$ cat config.mk
export PLATFORM = sky130hd
export DESIGN_NAME = jaccard_turnover_dissimilarity_core
export DESIGN_NICKNAME = d
export VERILOG_FILES = /design/src/design/jtu_pkg.sv /design/src/design/jtu_lane.sv /design/src/design/jtu_merge.sv /design/src/design/jtu_div.sv /design/src/design/jaccard_turnover_dissimilarity_core.sv
export SDC_FILE = /design/constraint.sdc
export NUM_CORES = 1
export LEC_CHECK = 0
export CAP_MARGIN = 20
export CORE_MARGIN = 2
export CORE_UTILIZATION = 55
export CTS_BUF_LIST = sky130_fd_sc_hd__clkbuf_8
export CTS_CLUSTER_DIAMETER = 100
export CTS_CLUSTER_SIZE = 28
export DETAILED_ROUTE_END_ITERATION = 8
export DONT_BUFFER_PORTS = 1
export PLACE_DENSITY = 0.7
export SLEW_MARGIN = 20
export SYNTH_ARGS = -nofsm -noshare
export SYNTH_HDL_FRONTEND = slang
export SYNTH_SLANG_ARGS = --single-unit
$ cat constraint.sdc
create_clock -name clk -period 8.75 [get_ports clk]
set_input_delay 0.4375 -clock clk [delete_from_list [all_inputs] [get_ports clk]]
set_output_delay 0.4375 -clock clk [all_outputs]
set_load 0.02 [all_outputs]
$ cat src/design/jtu_pkg.sv
`default_nettype none

package jtu_pkg;

	localparam int LANES = 32;
	localparam int MAX_LENGTH = 65536;
	localparam int FRACTION_BITS = 16;

	localparam int IN_W = 32;
	localparam int LV_W = 6;
	localparam int OUT_W = 17;

	localparam int CNT_W = $clog2(MAX_LENGTH + 1);
	localparam int NUM_W = CNT_W + 1;
	localparam int DEN_W = CNT_W + 2;
	localparam int QUOT_W = FRACTION_BITS + 1;
	localparam int STEP_W = $clog2(QUOT_W + 1);

	localparam int GROUP = 8;
	localparam int GROUPS = (LANES + GROUP - 1) / GROUP;
	localparam int GSUM_W = $clog2(GROUP + 1);
	localparam int TSUM_W = $clog2(LANES + 1);

	typedef struct packed {
		logic [IN_W-1:0] first_bits;
		logic [IN_W-1:0] second_bits;
		logic [LV_W-1:0] lanes_valid;
		logic            last;
	} in_t;

	typedef struct packed {
		logic [OUT_W-1:0] dissimilarity;
		logic             undefined;
	} out_t;

	typedef struct packed {
		logic both;
		logic first_only;
		logic second_only;
	} lane_cls_t;

	typedef struct packed {
		logic             valid;
		logic [NUM_W-1:0] num;
		logic [DEN_W-1:0] den;
	} div_req_t;

	typedef struct packed {
		logic              valid;
		logic [QUOT_W-1:0] quot;
		logic              undef;
	} div_rsp_t;

endpackage

`default_nettype wire

$ cat src/design/jtu_lane.sv
`default_nettype none

module jtu_lane
	import jtu_pkg::*;
(
	input  wire logic clk,
	input  wire logic load,
	input  wire logic en,
	input  wire logic f_bit,
	input  wire logic s_bit,
	output lane_cls_t cls_s1
);

	lane_cls_t cls_d;

	always_comb begin
		cls_d.both        = en & f_bit & s_bit;
		cls_d.first_only  = en & f_bit & ~s_bit;
		cls_d.second_only = en & ~f_bit & s_bit;
	end

	always_ff @(posedge clk) begin
		if (load) begin
			cls_s1 <= cls_d;
		end
	end

endmodule

`default_nettype wire

$ cat src/design/jtu_merge.sv
`default_nettype none

module jtu_merge
	import jtu_pkg::*;
(
	input  wire logic             clk,
	input  wire logic             arst_n,
	input  wire logic             valid_s1,
	input  wire logic             last_s1,
	input  wire logic [LANES-1:0] both_s1,
	input  wire logic [LANES-1:0] first_only_s1,
	input  wire logic [LANES-1:0] second_only_s1,
	output div_req_t              req
);

	logic [GSUM_W-1:0] both_g_s2 [GROUPS];
	logic [GSUM_W-1:0] fo_g_s2   [GROUPS];
	logic [GSUM_W-1:0] so_g_s2   [GROUPS];
	logic [GSUM_W-1:0] both_g_d  [GROUPS];
	logic [GSUM_W-1:0] fo_g_d    [GROUPS];
	logic [GSUM_W-1:0] so_g_d    [GROUPS];
	logic              valid_s2;
	logic              last_s2;
	logic              fin_q;

	logic [CNT_W-1:0]  shared_q;
	logic [CNT_W-1:0]  first_only_q;
	logic [CNT_W-1:0]  second_only_q;
	logic [TSUM_W-1:0] both_tot;
	logic [TSUM_W-1:0] fo_tot;
	logic [TSUM_W-1:0] so_tot;
	logic [CNT_W-1:0]  min_bc;

	function automatic logic [CNT_W-1:0] sat_add(input logic [CNT_W-1:0] acc,
		input logic [TSUM_W-1:0] inc);
		logic [CNT_W:0] s;
		s = {1'b0, acc} + (CNT_W + 1)'(inc);
		if (s > (CNT_W + 1)'(MAX_LENGTH)) begin
			s = (CNT_W + 1)'(MAX_LENGTH);
		end
		return s[CNT_W-1:0];
	endfunction

	// per-group popcount, at most GROUP lanes each
	always_comb begin
		for (int g = 0; g < GROUPS; g++) begin
			both_g_d[g] = '0;
			fo_g_d[g]   = '0;
			so_g_d[g]   = '0;
			for (int k = 0; k < GROUP; k++) begin
				if (g * GROUP + k < LANES) begin
					both_g_d[g] = both_g_d[g] + GSUM_W'(both_s1[g * GROUP + k]);
					fo_g_d[g]   = fo_g_d[g] + GSUM_W'(first_only_s1[g * GROUP + k]);
					so_g_d[g]   = so_g_d[g] + GSUM_W'(second_only_s1[g * GROUP + k]);
				end
			end
		end
	end

	always_ff @(posedge clk) begin
		for (int g = 0; g < GROUPS; g++) begin
			both_g_s2[g] <= both_g_d[g];
			fo_g_s2[g]   <= fo_g_d[g];
			so_g_s2[g]   <= so_g_d[g];
		end
		last_s2 <= last_s1;
	end

	always_comb begin
		both_tot = '0;
		fo_tot   = '0;
		so_tot   = '0;
		for (int g = 0; g < GROUPS; g++) begin
			both_tot = both_tot + TSUM_W'(both_g_s2[g]);
			fo_tot   = fo_tot + TSUM_W'(fo_g_s2[g]);
			so_tot   = so_tot + TSUM_W'(so_g_s2[g]);
		end
	end

	always_ff @(posedge clk or negedge arst_n) begin
		if (!arst_n) begin
			valid_s2      <= 1'b0;
			fin_q         <= 1'b0;
			shared_q      <= '0;
			first_only_q  <= '0;
			second_only_q <= '0;
		end else begin
			valid_s2 <= valid_s1;
			fin_q    <= valid_s2 & last_s2;
			if (fin_q) begin
				shared_q      <= '0;
				first_only_q  <= '0;
				second_only_q <= '0;
			end else if (valid_s2) begin
				shared_q      <= sat_add(shared_q, both_tot);
				first_only_q  <= sat_add(first_only_q, fo_tot);
				second_only_q <= sat_add(second_only_q, so_tot);
			end
		end
	end

	always_comb begin
		min_bc    = (first_only_q < second_only_q) ? first_only_q : second_only_q;
		req.valid = fin_q;
		req.num   = {min_bc, 1'b0};
		req.den   = DEN_W'(shared_q) + DEN_W'({min_bc, 1'b0});
	end

endmodule

`default_nettype wire

$ cat src/design/jtu_div.sv
`default_nettype none

module jtu_div
	import jtu_pkg::*;
(
	input  wire logic     clk,
	input  wire logic     arst_n,
	input  wire div_req_t req,
	input  wire logic     ack,
	output div_rsp_t      rsp
);

	typedef enum logic [1:0] {
		IDLE,
		RUN,
		DONE
	} state_t;

	state_t            state_q;
	logic [DEN_W-1:0]  r_q;
	logic [DEN_W-1:0]  den_q;
	logic [QUOT_W-1:0] quot_q;
	logic [STEP_W-1:0] cnt_q;
	logic              first_q;
	logic              undef_q;

	logic [DEN_W:0] trial;
	logic [DEN_W:0] diff;
	logic           ge;

	// first step yields the integer bit, later steps one fraction bit each
	always_comb begin
		trial = first_q ? {1'b0, r_q} : {r_q, 1'b0};
		ge    = trial >= {1'b0, den_q};
		diff  = trial - {1'b0, den_q};
	end

	always_ff @(posedge clk or negedge arst_n) begin
		if (!arst_n) begin
			state_q <= IDLE;
			first_q <= 1'b0;
			cnt_q   <= '0;
			undef_q <= 1'b0;
			quot_q  <= '0;
			r_q     <= '0;
			den_q   <= '0;
		end else begin
			unique case (state_q)
				IDLE: begin
					if (req.valid) begin
						den_q   <= req.den;
						r_q     <= DEN_W'(req.num);
						quot_q  <= '0;
						cnt_q   <= STEP_W'(QUOT_W);
						first_q <= 1'b1;
						if (req.den == '0) begin
							undef_q <= 1'b1;
							state_q <= DONE;
						end else begin
							undef_q <= 1'b0;
							state_q <= RUN;
						end
					end
				end
				RUN: begin
					quot_q  <= {quot_q[QUOT_W-2:0], ge};
					r_q     <= ge ? diff[DEN_W-1:0] : trial[DEN_W-1:0];
					first_q <= 1'b0;
					cnt_q   <= cnt_q - STEP_W'(1);
					if (cnt_q == STEP_W'(1)) begin
						state_q <= DONE;
					end
				end
				DONE: begin
					if (ack) begin
						state_q <= IDLE;
					end
				end
				default: state_q <= IDLE;
			endcase
		end
	end

	always_comb begin
		rsp.valid = state_q == DONE;
		rsp.quot  = quot_q;
		rsp.undef = undef_q;
	end

endmodule

`default_nettype wire

$ cat src/design/jaccard_turnover_dissimilarity_core.sv
// Jaccard turnover dissimilarity core.
// item channel: one chunk of up to LANES aligned presence bit-pairs per
// transaction (first_bits, second_bits, lanes_valid, last). result channel:
// one transaction per vector pair, 2*min(b,c)/(a+2*min(b,c)) in Q1.16,
// truncated, with undefined set (and a zero value) when the denominator is 0.
// Chunks not marked last are taken one per cycle while no pair is pending.
// Lanes classify their bit-pair into a register, groups of eight lanes are
// counted in a second stage, and the merge stage adds the group counts into
// saturating counters. A last chunk closes the pair: the ratio comes from a
// restoring divider that makes one quotient bit per cycle; an undefined
// ratio skips the division.
// item_ready stays low from the last chunk until its result is loaded into
// the output register; that register then waits for result_ready as long as
// the receiver stalls, while the next pair's chunks are already taken.
// A result still in the divider holds item_ready low.
// Reset clears all counters, the pipeline valids and the output valid.
`default_nettype none

module jaccard_turnover_dissimilarity_core
	import jtu_pkg::*;
(
	input  wire logic clk,
	input  wire logic arst_n,
	input  wire logic item_valid,
	output logic      item_ready,
	input  wire in_t  item,
	output logic      result_valid,
	input  wire logic result_ready,
	output out_t      result
);

	logic             accept;
	logic             pending_q;
	logic             valid_s1;
	logic             last_s1;
	logic [LANES-1:0] both_s1;
	logic [LANES-1:0] first_only_s1;
	logic [LANES-1:0] second_only_s1;
	div_req_t         div_req;
	div_rsp_t         div_rsp;
	logic             out_load;
	logic             result_valid_q;
	out_t             result_q;

	assign item_ready = !pending_q;
	assign accept     = item_valid && item_ready;

	for (genvar i = 0; i < LANES; i++) begin : g_lane
		logic      f_bit;
		logic      s_bit;
		lane_cls_t cls_s1;

		if (i < IN_W) begin : g_in
			assign f_bit = item.first_bits[i];
			assign s_bit = item.second_bits[i];
		end else begin : g_pad
			assign f_bit = 1'b0;
			assign s_bit = 1'b0;
		end

		jtu_lane u_lane (
			.clk    (clk),
			.load   (accept),
			.en     (item.lanes_valid > LV_W'(i)),
			.f_bit  (f_bit),
			.s_bit  (s_bit),
			.cls_s1 (cls_s1)
		);

		assign both_s1[i]        = cls_s1.both;
		assign first_only_s1[i]  = cls_s1.first_only;
		assign second_only_s1[i] = cls_s1.second_only;
	end

	always_ff @(posedge clk) begin
		if (accept) begin
			last_s1 <= item.last;
		end
	end

	always_ff @(posedge clk or negedge arst_n) begin
		if (!arst_n) begin
			valid_s1 <= 1'b0;
		end else begin
			valid_s1 <= accept;
		end
	end

	jtu_merge u_merge (
		.clk            (clk),
		.arst_n         (arst_n),
		.valid_s1       (valid_s1),
		.last_s1        (last_s1),
		.both_s1        (both_s1),
		.first_only_s1  (first_only_s1),
		.second_only_s1 (second_only_s1),
		.req            (div_req)
	);

	assign out_load = div_rsp.valid && (!result_valid_q || result_ready);

	jtu_div u_div (
		.clk    (clk),
		.arst_n (arst_n),
		.req    (div_req),
		.ack    (out_load),
		.rsp    (div_rsp)
	);

	always_ff @(posedge clk or negedge arst_n) begin
		if (!arst_n) begin
			pending_q      <= 1'b0;
			result_valid_q <= 1'b0;
		end else begin
			if (out_load) begin
				pending_q <= 1'b0;
			end else if (accept && item.last) begin
				pending_q <= 1'b1;
			end
			if (out_load) begin
				result_valid_q <= 1'b1;
			end else if (result_ready) begin
				result_valid_q <= 1'b0;
			end
		end
	end

	always_ff @(posedge clk) begin
		if (out_load) begin
			result_q.dissimilarity <= OUT_W'(div_rsp.quot);
			result_q.undefined     <= div_rsp.undef;
		end
	end

	assign result_valid = result_valid_q;
	assign result       = result_q;

	a_load_only_pending: assert property (@(posedge clk) disable iff (!arst_n)
		out_load |-> pending_q)
		else $error("result loaded with no pair pending");

	a_div_blocks_input: assert property (@(posedge clk) disable iff (!arst_n)
		div_rsp.valid |-> !item_ready)
		else $error("input open while divider holds a result");

	a_undef_zero: assert property (@(posedge clk) disable iff (!arst_n)
		result_valid && result.undefined |-> result.dissimilarity == '0)
		else $error("undefined result with nonzero value");

	a_ratio_range: assert property (@(posedge clk) disable iff (!arst_n)
		div_rsp.valid |-> div_rsp.quot <= QUOT_W'(1) << FRACTION_BITS)
		else $error("ratio above one");

endmodule

`default_nettype wire

# Word level (Yosys, flattened, before mapping)
# Memory sizes are Yosys's and may differ from the RTL's.
# Index checks and enable logic that the tools add are counted.
# totals
ff_bits	236
inputBits	75
ramBits	48
wordCells	530
n_memories	3
out_inout_bits	20
# mem_list
memory	depth	width	read_ports	rd_clocked_by_memory_dff	write_ports	line_no	rtl
u_merge.both_g_s2	4	4	4	0	4	jtu_merge.sv:16	logic [GSUM_W-1:0] both_g_s2 [GROUPS];
u_merge.fo_g_s2	4	4	4	0	4	jtu_merge.sv:17	logic [GSUM_W-1:0] fo_g_s2 [GROUPS];
u_merge.so_g_s2	4	4	4	0	4	jtu_merge.sv:18	logic [GSUM_W-1:0] so_g_s2 [GROUPS];
# classes
reduce_logical	15
muxes	30
eq_ne	6
bitwise_logic	225
addsub	99
order_cmp	37
# ops
cell	n
$add A4 B1 Y4	72
$mux W17	11
$and A1 B1 Y1	161
$gt A6 B5 Y1 const B	16
$not A1 Y1	64
$add A17 B6 Y18	3
$gt A18 B17 Y1 const B	3
$gt A6 B4 Y1 const B	8
$mux W19	2
$pmux W19 S2	1
$add A6 B4 Y6	6
$pmux W17 S2	1
$add A1 B1 Y2	12
$gt A6 B3 Y1 const B	4
$ge A20 B19 Y1	1
$mux W20	1
$add A17 B18 Y19	1
$logic_not A19 Y1	1
$sub A19 B19 Y19	1
$lt A17 B17 Y1	1
$add A4 B4 Y5	3
$gt A6 B1 Y1 const B	2
$gt A6 B2 Y1 const B	2
$pmux W5 S2	1
18 further kinds	34

# Longest topological paths before layout
# An unclocked memory read counts as a cell.
# depth
depth_word	9
mapped_depth	22
ltp_nobuf	20

# Hierarchy
# A second synthesis with hierarchy kept.
# hier_totals
hier_cells	1750
hier_area_um2	18138.6
# by_module_without_submodules
mod	seq_area_each_um2	area_each_um2	n_inst	cells_per_inst
jtu_merge	2307.2	9268.9	1	1006
jtu_div	1601.5	4154.0	1	463
jtu_lane	90.1	115.1	32	6
jaccard_turnover_dissimilarity_core	645.6	1032.2	1	89

# Least setup slack after synthesis
# No wires, ideal clock.
# synth_path
path_kind	reg-to-reg
from	reg pending_q
to	reg valid_s1
required_time_ns	8.170
period_less_slack_ns	5.298
slack_ns	3.452
stages_incl_launch_ff	2
arrival_time_ns	4.718
setup_ns	0.580
cell_sequence	dfrtp_1 > nor2b_1
# synth_between
elab_chain_cells	2
# synth_rtl
element	line_no	rtl
start, declared	jaccard_turnover_dissimilarity_core.sv:33	logic pending_q;
start signal, assigned	jaccard_turnover_dissimilarity_core.sv:112	pending_q <= 1'b0;
start signal, assigned	jaccard_turnover_dissimilarity_core.sv:116	pending_q <= 1'b0;
start signal, assigned	jaccard_turnover_dissimilarity_core.sv:118	pending_q <= 1'b1;
$logic_not A1 Y1	jaccard_turnover_dissimilarity_core.sv:45	assign item_ready = !pending_q;
$logic_and A1 B1 Y1	jaccard_turnover_dissimilarity_core.sv:46	assign accept = item_valid && item_ready;
via accept	jaccard_turnover_dissimilarity_core.sv:32	logic accept;
end signal, assigned	jaccard_turnover_dissimilarity_core.sv:85	valid_s1 <= accept;
end, declared	jaccard_turnover_dissimilarity_core.sv:34	logic valid_s1;
# The timed path passes the listed nets, and every way through them passes these cells.
# A chain may end at the register's enable or synchronous reset.

# Worst setup path in the final report
# layout_path
from	reg u_merge.second_only_q[1]
to	reg u_div.state_q[1]
# layout_between
elab_chain_cells	7
# layout_rtl
element	line_no	rtl
start, declared	jtu_merge.sv:28	logic [CNT_W-1:0] second_only_q;
start signal, assigned	jtu_merge.sv:97	second_only_q <= sat_add(second_only_q, so_tot);
$lt A17 B17 Y1	jtu_merge.sv:103	min_bc = (first_only_q < second_only_q) ? first_only_q : second_only_q;
$mux W17 (*)	jtu_merge.sv:103	
$add A17 B18 Y19 (*)	jtu_merge.sv:106	req.den = DEN_W'(shared_q) + DEN_W'({min_bc, 1'b0});
$logic_not A19 Y1 (*)	jtu_div.sv:56	if (req.den == '0) begin
$mux W2 (*)	jtu_div.sv:56	
$mux W2 (*)	jtu_div.sv:50	if (req.valid) begin
$pmux W2 S3 (*)	jtu_div.sv:48	unique case (state_q)
end signal, assigned	jtu_div.sv:58	state_q <= DONE;
end signal, assigned	jtu_div.sv:61	state_q <= RUN;
end signal, assigned	jtu_div.sv:71	state_q <= DONE;
end, declared	jtu_div.sv:19	state_t state_q;
# Mark *: on every way between the ends. The rest lies on a longest branch, timed or not. The select of a mux whose other input is x is not followed.

==> impl_metrics.tcl <==
set metrics [dict create \
    ys_ff_latch 284 \
    vias_per_cell 5.76 \
    syn_to_final_growth_pct 6.59 \
    hpwl_mm 31.9 \
    yosysTopAreaCell "edfxtp_1" \
    fin_crit_ns 5.61 \
    gp_congestion 0.933 \
    maxSlewHeadroom 0.359 \
    crit_family "compound AO/OA/AOI/OAI gates" \
    clock_sinks 284 \
    critPathRequiredTime_ns 9.26 \
    num_rows 66 \
    synthFlopType "dfrtp_1" \
    root_buffer "clkbuf_8" \
    synth_common_cells "inv_1 (244), nand2_1 (148), nor2_1 (134), ha_1 (131), dfrtp_1 (120)" \
    r2r-end "u_div.state_q[1]" \
    synth.most_common_cell "inv_1" \
    syn_area_mm2 0.0183 \
    p_sw_uw 3620 \
    worstPathCellList "inv_1 > ha_1 > nand2_1 > o21ai_0 > a211oi_1 > o211ai_1 > a221o_1 > mux2i_1 > inv_1 > ha_1 > a21o_1 > a221oi_1 > nor4b_2 > nor3_2 > xnor2_1 > or4_1 > nor4b_2 > nand4_1 > o211ai_1" \
    htreeDepth 1 \
    postCtsSetupBuffers 0 \
    first_pass_iters 6 \
    drtIter0Drc 929 \
    cpMaxStageDelayCell "a221o_1" \
    swShare 0.471 \
    start_util 0.560 \
    path_class "flop to flop" \
    path_buf_inv 2 \
    synth.yosys.seq_area_share 0.406 \
    slew_violations 0 \
    grt_max_degree 121 \
    overflow 0 \
    vias 13300 \
    synth.distinct_cells 88 \
    synth_fp_nets 2132 \
    power_uw 7680 \
    synth_area_leaders "edfxtp_1 (19%), dfrtp_1 (16%), ha_1 (8.9%), fa_1 (7.8%), dfxtp_1 (5.4%)" \
    powerDensity_mw_per_mm2 393 \
    hold_violations 0 \
    fp.dieArea_mm2 0.0348 \
    grt_pass1_vias 13500 \
    avgSynthCellArea_um2 9.88 \
    grt_pass1_wl_mm 70.0 \
    rsz0062_at_grt "false" \
    hold_path_depth 2 \
    synth_edf_count 115 \
    tightest_slew_ns 0.962 \
    syn-instance-count 1855 \
    worstSkewPairLatency_ns 0.60 \
    reg2reg_from "u_merge.second_only_q[1]" \
    outcome "finished, final reports clean" \
    hp-start "result_ready" \
    setup_violations 0 \
    ys.warnings.count 0 \
    ys_async_sr_fraction 0.423 \
    max_stage_delay_ns 0.79 \
    cp-start-kind "flop" \
    port_buffers 0 \
    leakage_uw 0.00909 \
    fmax_mhz 178 \
    whs_ns 0.0365 \
    antenna_cells 0 \
    critPathCaptureType "flop" \
    die_y_um 187 \
    crit_start "u_merge.second_only_q[1]" \
    clock_skew_ns 0.0427 \
    drc 0 \
    grt_use_total 0.248 \
    cts_tree "done" \
    min_path_type "input pin to flop" \
    vdd_drop_max_mv 0.311 \
    synth.top_cell.area_share 0.188 \
    worstPathMaxFanout 18 \
    clockBufferDepth 3 \
    wl_per_cell_um 18.2 \
    drt-total-wl_mm 42.3 \
    path_clk_slew_ns 0.16 \
    r2r_cells 19 \
    drive_gt1_frac 0.0565 \
    core_mm2 0.0327 \
    ant_nets 0 \
    min_to "result_valid" \
    numCtsBuffers 16 \
    power.internal_uw 4060 \
    arrival_ns 6.12 \
    nets 2142 \
    seq_power_share 0.245 \
    maxCapViolations 0 \
    antenna_found_initial 0 \
    finalCritPeriodShare 0.641 \
    io_pins 95 \
    setup_tns_ns 0 \
    rrSetupSlack_ns 3.14 \
    comb_power_share 0.661 \
    p_clk_frac 0.095 \
    dieWidth_um 187 \
]
layer usage:
| metal | up-vias | GRT usage | share of wire |
|---|---|---|---|
| met5 | - | 0 | 0 |
| met4 | 0 | 0.0781 | 0.033 |
| met3 | 67 | 0.0363 | 0.049 |
| met2 | 391 | 0.428 | 0.48 |
| met1 | 6410 | 0.325 | 0.43 |
| li1 | 6472 | - | - |
cells by family after synthesis:
group | share of synthesized area
AOI/OAI and AO/OA | 0.152
and+or+nand+nor | 0.147
muxes | 0.0275
xor gates and xnor gates | 0.0363
adders and majority gates | 0.167
DFF | 0.406
buffers and inverters | 0.0642
cell type report:
cell class | instances | area [um2]
repair buffers | 50 | 498
inverters | 245 | 920
clock buffers | 17 | 234
fillers | 2779 | 13200
flip-flops and latches | 284 | 7440
multi-input cells | 1268 | 9740
clock inverters | 11 | 154
well taps | 442 | 553
placed cells by master, fill, tap and decap left out, drive strengths merged, types with 6 or more instances in the layout:
cell	n
a211oi	11
a21o	62
a21oi	84
a22o	31
a31oi	12
and2	9
and3	42
and3b	25
buf	9
clkbuf	17
dfrtp	120
dfxtp	49
dlygate4sd3	41
edfxtp	115
fa	71
ha	131
inv	251
mux2	35
mux2i	11
nand2	148
nand2b	18
nand3	32
nand4	18
nor2	135
nor2b	21
nor3	27
nor3b	12
nor4	9
o211ai	10
o21a	12
o21ai	99
o22ai	12
o2bb2ai	6
o31ai	17
or2	8
or3	6
or4	6
xnor2	47
xor2	29
stage by stage:
| stage | cell area (um2) | util | cells | worst slack, ns |
|---|---|---|---|---|
| 5_1_grt | 19500 | 0.597 | 2317 | 2.76 |
| 6_report | 19500 | 0.597 | 2317 | 3.14 |
| 4_1_cts | 19500 | 0.597 | 2316 | 3.11 |
| 3_5_place_dp | 18700 | 0.572 | 2247 | 3.17 |
| 2_1_floorplan | 18300 | - | 1855 | 3.45 |
| 3_3_place_gp | 18700 | 0.572 | 2247 | 3.45 |
flip-flops by register name (all words and copies together), names as in the netlist, 16 cells and up:
register and count:
u_merge.both_g_s2 16, u_div.den_q 19, u_merge.first_only_q 17, result 18, g_lane.u_lane.cls_s1 96, u_div.r_q 19
u_merge.so_g_s2 16, u_merge.second_only_q 17, u_merge.shared_q 17, u_div.quot_q 17, u_merge.fo_g_s2 16
power by group through the flow:
stage                     Clock [uW]  Combinational (uW)  Sequential [uW]
after global placement             0                4840             1900
after CTS                        746                5040             1880
after floorplan                    0                3990             1830
final                            726                5070             1880
after global routing             791                5750             1910
after detailed placement           0                4980             1910
how the worst max path moves through the flow:
stage | end | cells after the start
final | u_div.state_q[1] | 19
after global routing | u_div.state_q[1] | 19
after CTS | u_div.state_q[1] | 19
after detailed placement | u_div.state_q[1] | 19
after global placement | u_div.state_q[1] | 19
after floorplan | valid_s1 | 1
what timing repair did:
item / 4_1_cts / 5_1_grt
hold buffers: 41 / 1
hold endpoints to repair: 159 / 1
setup endpoints to repair: 0 / 0
resized for setup: 0 / 0
(Power assumes the default switching activity.)
